[src/rtl/sorted_priority_queue_defines.svh]
// Assertion macros for the sorted priority queue.
// Included by modules that carry concurrent checks; expects clk and rst in scope.
`ifndef SORTED_PRIORITY_QUEUE_DEFINES_SVH
`define SORTED_PRIORITY_QUEUE_DEFINES_SVH

// Same-cycle implication, disabled during reset.
`define SPQ_ASSERT_NOW(label, ante, cons) \
  label: assert property (@(posedge clk) disable iff (rst) (ante) |-> (cons)) \
    else $error("%m: check failed");

// Next-cycle implication, disabled during reset.
`define SPQ_ASSERT_NEXT(label, ante, cons) \
  label: assert property (@(posedge clk) disable iff (rst) (ante) |=> (cons)) \
    else $error("%m: check failed");

`endif

[src/rtl/spq_pkg.sv]
// Shared types and constants for the sorted priority queue.
// No dependencies; used by the interfaces, the cell and the top level.
`timescale 1ns / 1ps

package spq_pkg;

  localparam int PRIO_W = 8;
  localparam int TAG_W  = 16;
  localparam int CNT_W  = 5;

  // Command codes
  localparam logic CMD_INSERT = 1'b0;
  localparam logic CMD_POP    = 1'b1;

  typedef struct packed {
    logic [PRIO_W-1:0] prio;
    logic [TAG_W-1:0]  tag;
  } entry_t;

  // Broadcast to every cell of the chain
  typedef struct packed {
    logic insert;  // place the new entry, shift the tail back by one
    logic pop;     // shift everything toward the front by one
  } cell_ctl_t;

endpackage

[src/rtl/spq_if.sv]
// Valid/ready channel interfaces for the sorted priority queue.
// Depends on spq_pkg for field widths.
`timescale 1ns / 1ps

interface spq_req_if import spq_pkg::*; ();
  logic              valid;
  logic              ready;
  logic              command;
  logic [PRIO_W-1:0] priority_req;
  logic [TAG_W-1:0]  tag;

  modport source (output valid, command, priority_req, tag, input ready);
  modport sink   (input valid, command, priority_req, tag, output ready);
endinterface

interface spq_rsp_if import spq_pkg::*; ();
  logic              valid;
  logic              ready;
  logic [TAG_W-1:0]  out_tag;
  logic [PRIO_W-1:0] out_priority;
  logic              empty_res;
  logic              full_drop;
  logic [CNT_W-1:0]  count;

  modport source (output valid, out_tag, out_priority, empty_res, full_drop, count,
                  input ready);
  modport sink   (input valid, out_tag, out_priority, empty_res, full_drop, count,
                  output ready);
endinterface

[src/rtl/spq_cell.sv]
// One slot of the sorted chain: holds an entry and trades it with its neighbors.
// Depends on spq_pkg.
`timescale 1ns / 1ps

module spq_cell import spq_pkg::*; (
  input  logic      clk,
  input  cell_ctl_t ctl,
  input  logic      occupied,   // slot lies below the current fill level
  input  entry_t    new_entry,  // broadcast insert payload
  input  entry_t    left_entry, // neighbor nearer the front
  input  logic      left_keep,  // neighbor keeps its entry on insert
  input  entry_t    right_entry,
  output entry_t    entry,
  output logic      keep
);

  // Hold when this entry ranks at or above the newcomer (older wins ties)
  assign keep = occupied && (entry.prio >= new_entry.prio);

  always_ff @(posedge clk) begin
    if (ctl.pop) begin
      entry <= right_entry;
    end else if (ctl.insert && !keep) begin
      entry <= left_keep ? new_entry : left_entry;
    end
  end

endmodule

[src/rtl/sorted_priority_queue.sv]
// Sorted priority queue of request handles, built as a chain of DEPTH cells that
// each hold one {priority, tag} entry, front of the queue in cell 0. An insert beat
// is broadcast to every cell at once: cells whose entry ranks at or above the new
// priority hold, the first cell that does not takes the new entry, and every cell
// behind it takes its front neighbor's entry, so equal priorities leave in arrival
// order. A pop beat returns cell 0 and moves every entry one cell forward. The
// result beat appears in an output register in the cycle after the request beat,
// and the block takes one item per cycle as long as results are drained. A pop on
// an empty queue reports empty_res, an insert on a full queue is dropped and reports
// full_drop, and every result carries the entry count after the item (low five
// bits). Cell contents need no reset: only cells below the fill count are ever read.
`timescale 1ns / 1ps

module sorted_priority_queue import spq_pkg::*; #(
  parameter int DEPTH = 16
) (
  input  logic     clk,
  input  logic     rst,
  spq_req_if.sink   req,
  spq_rsp_if.source rsp
);

  `include "sorted_priority_queue_defines.svh"

  localparam int OCC_W = $clog2(DEPTH + 1);

  logic [OCC_W-1:0] occupancy;
  logic [OCC_W-1:0] occupancy_next;
  logic             res_valid;

  entry_t            cell_entry [DEPTH];
  logic [DEPTH-1:0]  cell_keep;
  logic [DEPTH-1:0]  occ_vec;
  entry_t            new_entry;
  cell_ctl_t         ctl;

  logic accept;
  logic is_pop;
  logic q_empty;
  logic q_full;

  // Outside reset, take a new beat whenever the result register is free or draining
  assign req.ready = !rst && (!res_valid || rsp.ready);
  assign accept    = req.valid && req.ready;
  assign is_pop    = (req.command == CMD_POP);

  assign q_empty = (occupancy == '0);
  assign q_full  = (occupancy == OCC_W'(DEPTH));

  assign new_entry.prio = req.priority_req;
  assign new_entry.tag  = req.tag;

  // Drop inserts into a full queue and pops from an empty one
  assign ctl.insert = accept && !is_pop && !q_full;
  assign ctl.pop    = accept && is_pop && !q_empty;

  always_comb begin
    occupancy_next = occupancy;
    if (ctl.insert) begin
      occupancy_next = occupancy + OCC_W'(1);
    end else if (ctl.pop) begin
      occupancy_next = occupancy - OCC_W'(1);
    end
  end

  always_ff @(posedge clk) begin
    if (rst) begin
      occupancy <= '0;
    end else begin
      occupancy <= occupancy_next;
    end
  end

  // The chain: cell 0 is the front; its front neighbor always "keeps"
  for (genvar i = 0; i < DEPTH; i++) begin : g_cell
    entry_t left_entry;
    logic   left_keep;
    entry_t right_entry;

    assign occ_vec[i] = (OCC_W'(i) < occupancy);

    if (i == 0) begin : g_front
      assign left_entry = new_entry;
      assign left_keep  = 1'b1;
    end else begin : g_inner
      assign left_entry = cell_entry[i-1];
      assign left_keep  = cell_keep[i-1];
    end

    if (i == DEPTH - 1) begin : g_back
      assign right_entry = cell_entry[i];
    end else begin : g_mid
      assign right_entry = cell_entry[i+1];
    end

    spq_cell u_cell (
      .clk         (clk),
      .ctl         (ctl),
      .occupied    (occ_vec[i]),
      .new_entry   (new_entry),
      .left_entry  (left_entry),
      .left_keep   (left_keep),
      .right_entry (right_entry),
      .entry       (cell_entry[i]),
      .keep        (cell_keep[i])
    );
  end

  // Result register: hold until the sink takes the beat
  logic [OCC_W+CNT_W-1:0] occ_wide;
  assign occ_wide = {{CNT_W{1'b0}}, occupancy_next};

  always_ff @(posedge clk) begin
    if (rst) begin
      res_valid <= 1'b0;
    end else if (accept) begin
      res_valid <= 1'b1;
    end else if (rsp.ready) begin
      res_valid <= 1'b0;
    end
  end

  always_ff @(posedge clk) begin
    if (accept) begin
      rsp.out_tag      <= ctl.pop ? cell_entry[0].tag  : '0;
      rsp.out_priority <= ctl.pop ? cell_entry[0].prio : '0;
      rsp.empty_res    <= is_pop && q_empty;
      rsp.full_drop    <= !is_pop && q_full;
      rsp.count        <= occ_wide[CNT_W-1:0];
    end
  end

  assign rsp.valid = res_valid;

  // Checks
  `SPQ_ASSERT_NOW(a_occ_bound, 1'b1, occupancy <= OCC_W'(DEPTH))
  `SPQ_ASSERT_NEXT(a_pop_dec, accept && is_pop && !q_empty,
    occupancy == $past(occupancy) - OCC_W'(1))
  `SPQ_ASSERT_NEXT(a_full_drop, accept && !is_pop && q_full,
    rsp.full_drop && occupancy == $past(occupancy))
  `SPQ_ASSERT_NEXT(a_result_up, accept, res_valid)
  `SPQ_ASSERT_NOW(a_front_sorted, occupancy >= OCC_W'(2),
    cell_entry[0].prio >= cell_entry[1].prio)

endmodule
[src/flat_wrapper.sv]
// flat-port wrapper written by rule: the top's interface ports become plain ports
module sorted_priority_queue_flat import spq_pkg::*;
#(
  parameter int DEPTH = 16
)
  (clk, rst, req_valid, req_command, req_priority_req, req_tag, req_ready, rsp_valid, rsp_out_tag, rsp_out_priority, rsp_empty_res, rsp_full_drop, rsp_count, rsp_ready);
  spq_req_if req_i ();
  spq_rsp_if rsp_i ();
  input  logic clk;
  input  logic rst;
  input wire logic [$bits(req_i.valid)-1:0] req_valid;
  input wire logic [$bits(req_i.command)-1:0] req_command;
  input wire logic [$bits(req_i.priority_req)-1:0] req_priority_req;
  input wire logic [$bits(req_i.tag)-1:0] req_tag;
  output wire logic [$bits(req_i.ready)-1:0] req_ready;
  output wire logic [$bits(rsp_i.valid)-1:0] rsp_valid;
  output wire logic [$bits(rsp_i.out_tag)-1:0] rsp_out_tag;
  output wire logic [$bits(rsp_i.out_priority)-1:0] rsp_out_priority;
  output wire logic [$bits(rsp_i.empty_res)-1:0] rsp_empty_res;
  output wire logic [$bits(rsp_i.full_drop)-1:0] rsp_full_drop;
  output wire logic [$bits(rsp_i.count)-1:0] rsp_count;
  input wire logic [$bits(rsp_i.ready)-1:0] rsp_ready;
  assign req_i.valid = req_valid;
  assign req_i.command = req_command;
  assign req_i.priority_req = req_priority_req;
  assign req_i.tag = req_tag;
  assign req_ready = req_i.ready;
  assign rsp_valid = rsp_i.valid;
  assign rsp_out_tag = rsp_i.out_tag;
  assign rsp_out_priority = rsp_i.out_priority;
  assign rsp_empty_res = rsp_i.empty_res;
  assign rsp_full_drop = rsp_i.full_drop;
  assign rsp_count = rsp_i.count;
  assign rsp_i.ready = rsp_ready;
  sorted_priority_queue #(.DEPTH(DEPTH)) u_core (.clk(clk), .rst(rst), .req(req_i), .rsp(rsp_i));
endmodule
[config.mk]
export PLATFORM = sky130hd
export DESIGN_NAME = sorted_priority_queue_flat
export DESIGN_NICKNAME = d
export VERILOG_FILES = /design/src/rtl/spq_pkg.sv /design/src/rtl/spq_if.sv /design/src/rtl/spq_cell.sv /design/src/rtl/sorted_priority_queue.sv /design/src/flat_wrapper.sv
export VERILOG_INCLUDE_DIRS = /design/src /design/src/rtl
export SDC_FILE = /design/constraint.sdc
export NUM_CORES = 1
export LEC_CHECK = 0
export ABC_AREA = 1
export BUFFER_PORTS_ARGS = -buffer_cell sky130_fd_sc_hd__buf_4
export CAP_MARGIN = 20
export CORE_MARGIN = 8
export CORE_UTILIZATION = 35
export CTS_CLUSTER_DIAMETER = 100
export DETAILED_ROUTE_END_ITERATION = 8
export GPL_TIMING_DRIVEN = 0
export PLACE_DENSITY = 0.53
export SYNTH_ARGS = -nofsm -noshare
export SYNTH_HDL_FRONTEND = slang
export SYNTH_HIERARCHICAL = 1
export SYNTH_SLANG_ARGS = --single-unit
[constraint.sdc]
create_clock -name clk -period 4.3 [get_ports clk]
set_input_delay 0.645 -clock clk [delete_from_list [all_inputs] [get_ports clk]]
set_output_delay 0.645 -clock clk [all_outputs]
set_load 0.01 [all_outputs]
==> flow_summary.html, run 1 <==
<table>
<tr><th>Metric</th><th>Value</th></tr>
<tr><th colspan="2">Status</th></tr>
<tr><td>Status</td><td>complete, no violations</td></tr>
<tr><th colspan="2">Hold path</th></tr>
<tr><td>Worst hold path type</td><td>primary input to flop</td></tr>
<tr><td>Worst hold path cell count</td><td>2</td></tr>
<tr><td>End point of the worst hold path</td><td>u_core/occupancy[0]$_SDFF_PP0_</td></tr>
<tr><td>Beginning of the worst hold path</td><td>rst</td></tr>
<tr><th colspan="2">Yosys</th></tr>
<tr><td>Synthesized cell area</td><td>26450 um2</td></tr>
<tr><td>Synthesized area per cell</td><td>9.071 um2</td></tr>
<tr><td>Gate count of the mapped netlist</td><td>2916</td></tr>
<tr><td>Count of yosys warnings during synthesis</td><td>6</td></tr>
<tr><th colspan="2">Placement</th></tr>
<tr><td>Port Buffers</td><td>slightly above 60</td></tr>
<tr><td>Post-detailed-placement half-perimeter wirelength</td><td>around 58 mm</td></tr>
<tr><td>Global placement routability congestion</td><td>0.8237</td></tr>
<tr><td>Cell count after placement</td><td>3960</td></tr>
<tr><td>Pre-CTS worst setup slack</td><td>0.5128 ns</td></tr>
<tr><th colspan="2">Setup path</th></tr>
<tr><td>Endpoint of the most critical register-to-register path</td><td>u_core/g_cell[12].u_cell/entry[10]$_DFFE_PP_</td></tr>
<tr><td>Kind of start point of the critical path</td><td>flop</td></tr>
<tr><td>Startpoint of the lowest-slack register-to-register path</td><td>u_core/occupancy[4]$_SDFF_PP0_</td></tr>
<tr><td>CP Data Arrival Time</td><td>between 3 and 4 ns</td></tr>
<tr><td>Critical Path Sink Type</td><td>flop</td></tr>
<tr><td>Critical Setup Path Class</td><td>flop to flop</td></tr>
<tr><td>Register-to-register setup slack</td><td>0.86 ns</td></tr>
<tr><td>Maximum fanout along the worst path</td><td>31</td></tr>
<tr><td>Data required time at the worst endpoint</td><td>4.59 ns</td></tr>
<tr><td>Reg2reg path depth</td><td>9</td></tr>
<tr><th colspan="2">STA</th></tr>
<tr><td>PnR worst setup slack</td><td>0.8618 ns</td></tr>
<tr><td>Post-layout min period</td><td>3.438 ns</td></tr>
<tr><td>Finish-stage setup viols</td><td>0</td></tr>
<tr><td>Hold Fails Final Rpt</td><td>0</td></tr>
<tr><td>Unrepaired setup endpoints after global routing</td><td>false</td></tr>
<tr><td>Worst-case headroom to the max-slew limit</td><td>37.84%</td></tr>
<tr><td>Tightest Pin Transition</td><td>0.9227 ns</td></tr>
<tr><td>Slew Viols, Final</td><td>0</td></tr>
<tr><td>Clock tree skew after final layout</td><td>0.02370 ns</td></tr>
<tr><td>Final critical-path share of the clock period</td><td>79.96%</td></tr>
<tr><td>Final setup TNS</td><td>0 ns</td></tr>
<tr><td>Peak Freq</td><td>290.9 MHz</td></tr>
<tr><th colspan="2">Finish</th></tr>
<tr><td>Most frequent cells in the layout</td><td>sky130_fd_sc_hd__nand2_1 (655), sky130_fd_sc_hd__edfxtp_1 (415), sky130_fd_sc_hd__nor2_1 (373), sky130_fd_sc_hd__a21oi_1 (322), sky130_fd_sc_hd__a21oi_2 (320)</td></tr>
<tr><td>Most common library cell in the layout ignoring fill and taps</td><td>sky130_fd_sc_hd__nand2_1</td></tr>
<tr><td>Area growth, synth to finish</td><td>13.36%</td></tr>
<tr><td>Final cell count without fillers</td><td>between 4000 and 5000</td></tr>
<tr><td>Final layout net count</td><td>3208</td></tr>
<tr><td>Filler cell count in the final layout</td><td>7497</td></tr>
<tr><td>Fraction of final layout cells sized beyond drive strength 1</td><td>between 20% and 30%</td></tr>
<tr><td>Share of the core filled with cells in the final layout</td><td>between 30% and 40%</td></tr>
<tr><th colspan="2">Route</th></tr>
<tr><td>Count of unresolved DRC violations after routing</td><td>0</td></tr>
<tr><td>Number of nets still failing antenna checks after routing</td><td>0</td></tr>
<tr><td>WL per Instance</td><td>18.60 um</td></tr>
<tr><td>1st-iter DRT viols</td><td>~1700</td></tr>
<tr><td>Routed vias</td><td>20830</td></tr>
<tr><td>Drt first pass iters</td><td>7</td></tr>
<tr><td>Vias per cell</td><td>5.125</td></tr>
<tr><td>Routed Wire Length</td><td>75.63 mm</td></tr>
<tr><th colspan="2">Die</th></tr>
<tr><td>Core Footprint</td><td>75440 um2</td></tr>
<tr><td>Number of top-level design ports</td><td>62</td></tr>
<tr><td>Starting density of the core</td><td>35.06%</td></tr>
<tr><td>Die height</td><td>~290 um</td></tr>
<tr><td>Row cnt</td><td>101</td></tr>
<tr><td>Die Wd</td><td>290.9 um</td></tr>
<tr><td>Die Footprint</td><td>84630 um2</td></tr>
<tr><th colspan="2">Clocking</th></tr>
<tr><td>Post-CTS Resized</td><td>0</td></tr>
<tr><td>Worst-skew pair later-pin latency</td><td>approximately 0.6 ns</td></tr>
<tr><td>Root Buffer</td><td>sky130_fd_sc_hd__clkbuf_16</td></tr>
<tr><td>Total clock sinks</td><td>roughly 420</td></tr>
<tr><td>Hold_buf cts</td><td>0</td></tr>
<tr><td>Register clock-pin slew on the reported worst setup and hold paths</td><td>0.06 ns</td></tr>
<tr><td>Max H-tree Level</td><td>2</td></tr>
<tr><td>TritonCTS clock tree</td><td>built</td></tr>
<tr><td>Maximum clock insertion buffer count</td><td>3</td></tr>
<tr><td>Setup fix buffers added after clock tree synthesis</td><td>0</td></tr>
<tr><td>Number of CTS-inserted buffers</td><td>slightly below 50</td></tr>
<tr><th colspan="2">Global routing</th></tr>
<tr><td>Via count of the first global-routing pass</td><td>21460</td></tr>
<tr><td>Overall track demand over capacity in global routing</td><td>17.22%</td></tr>
<tr><td>Maximum number of pins on one net before global-route repair</td><td>34</td></tr>
<tr><td>Overflow left after global routing</td><td>0</td></tr>
<tr><td>First-pass GRT wire length</td><td>roughly 120 mm</td></tr>
<tr><td>Initial antenna violation count</td><td>6</td></tr>
<tr><th colspan="2">Pwr</th></tr>
<tr><td>Peak supply drop</td><td>281.2 uV</td></tr>
<tr><td>Power density of the placed cells</td><td>387.4 nW/um2</td></tr>
<tr><td>Final total power</td><td>11.62 mW</td></tr>
<tr><td>Leak Pwr</td><td>12.24 nW</td></tr>
<tr><th colspan="2">Flow run</th></tr>
<tr><td>Max-cap violations</td><td>0</td></tr>
</table>
[stage by stage]
step | hold WS [ns] | instance area (um2)
6_report | 0.2766 | 29980
5_1_grt | 0.2642 | 29980
3_3_place_gp | 0.5771 | 28140
3_5_place_dp | 0.5839 | 28210
4_1_cts | 0.2456 | 29670
2_1_floorplan | 0.5450 | 26460
[area by class of cell]
class	instances	area, um2	share of cell area (%)
tap	978	1224	4.081
timing repair buffer	78	843.3	2.813
multi-input combinational	2079	11570	38.60
antenna	1	2.502	0.008346
buffer	148	1287	4.294
sequential	421	12580	41.96
inverter	270	1015	3.384
clock buffer	57	1256	4.190
clock inverter	33	200.2	0.6677
[worst max-delay path, stage by stage (launching register included)]
cell and delay (ns):
sky130_fd_sc_hd__dfxtp_1 0.65, sky130_fd_sc_hd__inv_2 0.20, sky130_fd_sc_hd__nand2_4 0.19, sky130_fd_sc_hd__nor2_4 0.06, sky130_fd_sc_hd__nor2_4 0.66, sky130_fd_sc_hd__buf_12 0.29
sky130_fd_sc_hd__inv_1 0.07, sky130_fd_sc_hd__buf_2 0.19, sky130_fd_sc_hd__nand2_1 0.54, sky130_fd_sc_hd__buf_8 0.25
[state kept, by name, summed over array words and instances, names as in the netlist]
name	cells
u_core/g_cell.u_cell/entry	384
u_core/occupancy	5
u_core/rsp.count	5
u_core/rsp.empty_res	1
u_core/rsp.full_drop	1
u_core/rsp.out_priority	8
u_core/rsp.out_tag	16
u_core/rsp.valid	1
[metal layers]
metal  track usage (%)  wire [um]  up-vias
met1             24.59      36740    10140
met5                 0         54        -
met2             27.22      33550      454
li1                  -          -    10140
met4             3.693       1273        8
met3             3.009       4013       93
[how the worst max path moves through the flow]
| stage | start | end | slack [ns] | cells after the start |
|---|---|---|---|---|
| 2_1_floorplan | rsp_ready | u_core/g_cell[0].u_cell/entry[0]$_DFFE_PP_ | 1.47 | 7 |
| 3_3_place_gp | rsp_ready | u_core/g_cell[14].u_cell/entry[15]$_DFFE_PP_ | 0.03 | 8 |
| 3_5_place_dp | rsp_ready | u_core/g_cell[2].u_cell/entry[10]$_DFFE_PP_ | 0.51 | 9 |
| 4_1_cts | u_core/occupancy[4]$_SDFF_PP0_ | u_core/g_cell[12].u_cell/entry[10]$_DFFE_PP_ | 0.60 | 8 |
| 5_1_grt | u_core/occupancy[0]$_SDFF_PP0_ | u_core/g_cell[12].u_cell/entry[12]$_DFFE_PP_ | 0.71 | 10 |
| 6_report | u_core/occupancy[4]$_SDFF_PP0_ | u_core/g_cell[12].u_cell/entry[10]$_DFFE_PP_ | 0.86 | 9 |
[where the power goes]
| part | switching (mW) | internal (mW) | leakage (nW) |
|---|---|---|---|
| clock network | 1.78 | 2.15 | 0.720 |
| logic | 1.52 | 0.934 | 7.63 |
| registers | 0.220 | 5.02 | 3.89 |
| total | 3.51 | 8.10 | 12.2 |
No activity file was read; power rests on OpenSTA's default activity.
==> run 2, diff against run 1 <==
- clock period: 4.3 -> 3.3 ns (I/O delays scaled with it)
==> run 2 against run 1 <==
Compared with the run above:
- clock skew is essentially flat
- critical path depth shrank 1
- global-route usage is essentially flat
- first-iteration DRC count shrank 4.0%
- wire length grew 0.46%
- via count shrank 0.31%
- combinational power grew 28%
- maximum frequency grew 11%
- critical endpoint is now u_core/g_cell[12].u_cell/entry[4]$_DFFE_PP_
==> flow_summary.html, run 2 (synthesis gave the netlist of run 1 again) <==
<table>
<tr><th>Metric</th><th>Value</th></tr>
<tr><th colspan="2">Status</th></tr>
<tr><td>Status</td><td>complete, no violations</td></tr>
<tr><th colspan="2">Placement</th></tr>
<tr><td>Post-detailed-placement half-perimeter wirelength</td><td>58.16 mm</td></tr>
<tr><td>Cell count after placement</td><td>3960</td></tr>
<tr><td>Port Buffers</td><td>just over 60</td></tr>
<tr><td>Global placement routability congestion</td><td>0.8237</td></tr>
<tr><th colspan="2">STA</th></tr>
<tr><td>Hold Fails Final Rpt</td><td>0</td></tr>
<tr><td>Unrepaired setup endpoints after global routing</td><td>false</td></tr>
<tr><td>Post-layout min period</td><td>3.100 ns</td></tr>
<tr><td>Finish-stage setup viols</td><td>0</td></tr>
<tr><td>Tightest Pin Transition</td><td>roughly 1.0 ns</td></tr>
<tr><td>Peak Freq</td><td>322.6 MHz</td></tr>
<tr><td>Final critical-path share of the clock period</td><td>93.93%</td></tr>
<tr><td>Final setup TNS</td><td>0 ns</td></tr>
<tr><td>Slew Viols, Final</td><td>0</td></tr>
<tr><td>Clock tree skew after final layout</td><td>around 0.024 ns</td></tr>
<tr><td>Worst-case headroom to the max-slew limit</td><td>between 30% and 40%</td></tr>
<tr><th colspan="2">Route</th></tr>
<tr><td>1st-iter DRT viols</td><td>1649</td></tr>
<tr><td>Drt first pass iters</td><td>7</td></tr>
<tr><td>Routed vias</td><td>20770</td></tr>
<tr><td>WL per Instance</td><td>18.75 um</td></tr>
<tr><td>Routed Wire Length</td><td>75.97 mm</td></tr>
<tr><td>Vias per cell</td><td>about 5.1</td></tr>
<tr><td>Count of unresolved DRC violations after routing</td><td>0</td></tr>
<tr><td>Number of nets still failing antenna checks after routing</td><td>0</td></tr>
<tr><th colspan="2">Clocking</th></tr>
<tr><td>Maximum clock insertion buffer count</td><td>3</td></tr>
<tr><td>Root Buffer</td><td>sky130_fd_sc_hd__clkbuf_16</td></tr>
<tr><td>Hold_buf cts</td><td>0</td></tr>
<tr><td>Register clock-pin slew on the reported worst setup and hold paths</td><td>0.06 ns</td></tr>
<tr><td>Number of CTS-inserted buffers</td><td>49</td></tr>
<tr><td>Worst-skew pair later-pin latency</td><td>0.60 ns</td></tr>
<tr><td>TritonCTS clock tree</td><td>built</td></tr>
<tr><td>Max H-tree Level</td><td>2</td></tr>
<tr><td>Total clock sinks</td><td>421</td></tr>
<tr><th colspan="2">Finish</th></tr>
<tr><td>Fraction of final layout cells sized beyond drive strength 1</td><td>22.23%</td></tr>
<tr><td>Most flop-heavy register</td><td>u_core/g_cell.u_cell/entry</td></tr>
<tr><td>Most frequent cells in the layout</td><td>sky130_fd_sc_hd__nand2_1 (641), sky130_fd_sc_hd__edfxtp_1 (415), sky130_fd_sc_hd__nor2_1 (373), sky130_fd_sc_hd__a21oi_1 (322), sky130_fd_sc_hd__a21oi_2 (320)</td></tr>
<tr><td>Largest registers in the final layout</td><td>u_core/g_cell.u_cell/entry x384, u_core/rsp.out_tag x16, u_core/rsp.out_priority x8</td></tr>
<tr><td>Final cell count without fillers</td><td>4053</td></tr>
<tr><td>Most common library cell in the layout ignoring fill and taps</td><td>sky130_fd_sc_hd__nand2_1</td></tr>
<tr><td>Filler cell count in the final layout</td><td>7523</td></tr>
<tr><td>Final layout net count</td><td>3195</td></tr>
<tr><td>Area growth, synth to finish</td><td>12.35%</td></tr>
<tr><td>Flip-flop count of the largest register after layout</td><td>~380</td></tr>
<tr><th colspan="2">Die</th></tr>
<tr><td>Row cnt</td><td>~100</td></tr>
<tr><td>Die Wd</td><td>290.9 um</td></tr>
<tr><td>Starting density of the core</td><td>35.06%</td></tr>
<tr><td>Number of top-level design ports</td><td>62</td></tr>
<tr><td>Core Footprint</td><td>75440 um2</td></tr>
<tr><td>Die height</td><td>just under 300 um</td></tr>
<tr><td>Die Footprint</td><td>approximately 85000 um2</td></tr>
<tr><th colspan="2">Pwr</th></tr>
<tr><td>Leak Pwr</td><td>12.09 nW</td></tr>
<tr><td>Peak supply drop</td><td>367.9 uV</td></tr>
<tr><td>Power density of the placed cells</td><td>507.4 nW/um2</td></tr>
<tr><th colspan="2">Setup path</th></tr>
<tr><td>CP Data Arrival Time</td><td>3.31 ns</td></tr>
<tr><td>Startpoint of the lowest-slack register-to-register path</td><td>u_core/occupancy[4]$_SDFF_PP0_</td></tr>
<tr><td>Critical Setup Path Class</td><td>flop to flop</td></tr>
<tr><td>Data required time at the worst endpoint</td><td>3.51 ns</td></tr>
<tr><td>Kind of start point of the critical path</td><td>flop</td></tr>
<tr><td>Critical Path Sink Type</td><td>flop</td></tr>
<tr><td>Register-to-register setup slack</td><td>0.20 ns</td></tr>
<tr><td>Launching element of the worst setup path</td><td>u_core/occupancy[4]$_SDFF_PP0_</td></tr>
<tr><td>Maximum fanout along the worst path</td><td>31</td></tr>
<tr><th colspan="2">Global routing</th></tr>
<tr><td>Overall track demand over capacity in global routing</td><td>17.23%</td></tr>
<tr><td>Maximum number of pins on one net before global-route repair</td><td>34</td></tr>
<tr><td>First-pass GRT wire length</td><td>119.0 mm</td></tr>
<tr><td>Overflow left after global routing</td><td>0</td></tr>
<tr><td>Via count of the first global-routing pass</td><td>21460</td></tr>
<tr><td>Initial antenna violation count</td><td>6</td></tr>
<tr><th colspan="2">Flow run</th></tr>
<tr><td>Max-cap violations</td><td>0</td></tr>
<tr><th colspan="2">Hold path</th></tr>
<tr><td>Worst hold path type</td><td>primary input to flop</td></tr>
<tr><td>Beginning of the worst hold path</td><td>rst</td></tr>
</table>
## run 2: cell count changes in the layout (fill, tap and decap cells not counted)
| cell | previous run | this run |
|---|---|---|
| sky130_fd_sc_hd__diode_2 | 1 | 2 |
| sky130_fd_sc_hd__buf_16 | 10 | 2 |
| sky130_fd_sc_hd__nor2_2 | 1 | 2 |
| sky130_fd_sc_hd__nand2_1 | 655 | 641 |
| sky130_fd_sc_hd__nand2_2 | 21 | 35 |
| sky130_fd_sc_hd__buf_8 | 6 | 0 |
## run 2: power by group
part | total, mW | leakage, nW | switching (mW) | internal, mW
clock | 5.12 | 0.720 | 2.32 | 2.80
combinational | 3.13 | 7.49 | 1.97 | 1.15
sequential | 6.83 | 3.89 | 0.286 | 6.55
## run 2: path summary, 6_finish.rpt
kind,end,depth (start not counted)
worst min-delay path,u_core/occupancy[0]$_SDFF_PP0_,2
worst min register to register,u_core/g_cell[15].u_cell/entry[7]$_DFFE_PP_,2
worst max register to register,u_core/g_cell[12].u_cell/entry[4]$_DFFE_PP_,8
worst max-delay path,u_core/g_cell[12].u_cell/entry[4]$_DFFE_PP_,8
## run 2: worst max-delay path: stages (launching register included)
cell and delay, ns:
sky130_fd_sc_hd__dfxtp_1 0.63, sky130_fd_sc_hd__inv_2 0.20, sky130_fd_sc_hd__nand2_4 0.18, sky130_fd_sc_hd__nor2_4 0.08, sky130_fd_sc_hd__nor2_4 0.48, sky130_fd_sc_hd__buf_12 0.27
sky130_fd_sc_hd__inv_1 0.07, sky130_fd_sc_hd__buf_2 0.19, sky130_fd_sc_hd__nand2_2 0.56
## run 2: per-layer routing
| metal | share of wire (%) | global-route usage, % | vias up |
|---|---|---|---|
| li1 | - | - | 10110 |
| met1 | 48 | 24.62 | 10100 |
| met2 | 44 | 27.22 | 454 |
| met3 | 5.3 | 3.009 | 97 |
| met4 | 1.9 | 3.693 | 8 |
| met5 | 0.068 | 0 | - |
## run 2: per-stage QoR
step | setup WS, ns | power (mW) | cell area, um2 | hold WS [ns] | util, %
2_1_floorplan | 0.6029 | 9.068 | 26460 | 0.5450 | -
3_3_place_gp | -0.8654 | 9.910 | 28140 | 0.5771 | 37.30
3_5_place_dp | -0.4011 | 10.04 | 28210 | 0.5839 | 37.40
4_1_cts | 0.0004687 | 15.24 | 29710 | 0.09556 | 39.38
5_1_grt | 0.05872 | 15.82 | 29710 | 0.1142 | 39.38
6_report | 0.2004 | 15.08 | 29720 | 0.1265 | 39.39
## run 2: what timing repair did
| item | in CTS | in global routing |
|---|---|---|
| resized for setup | 14 | 0 |
| gates cloned | 0 | 1 |
| pin swaps | 1 | 1 |
| buffers inserted | 0 | 0 |
| endpoints found under the setup margin | 336 | 360 |
## run 2: layout make-up
type / instances / area, um2 / area share (%)
Inverter: 270 / 1015 / 3.415
Timing Repair Buffer: 64 / 533.0 / 1.794
Clock buffer: 57 / 1256 / 4.227
Buffer: 148 / 1287 / 4.332
Antenna cell: 2 / 5.005 / 0.01684
Sequential cell: 421 / 12580 / 42.34
Tap cell: 978 / 1224 / 4.118
Clock inverter: 33 / 200.2 / 0.6737
Multi-Input combinational cell: 2080 / 11610 / 39.08
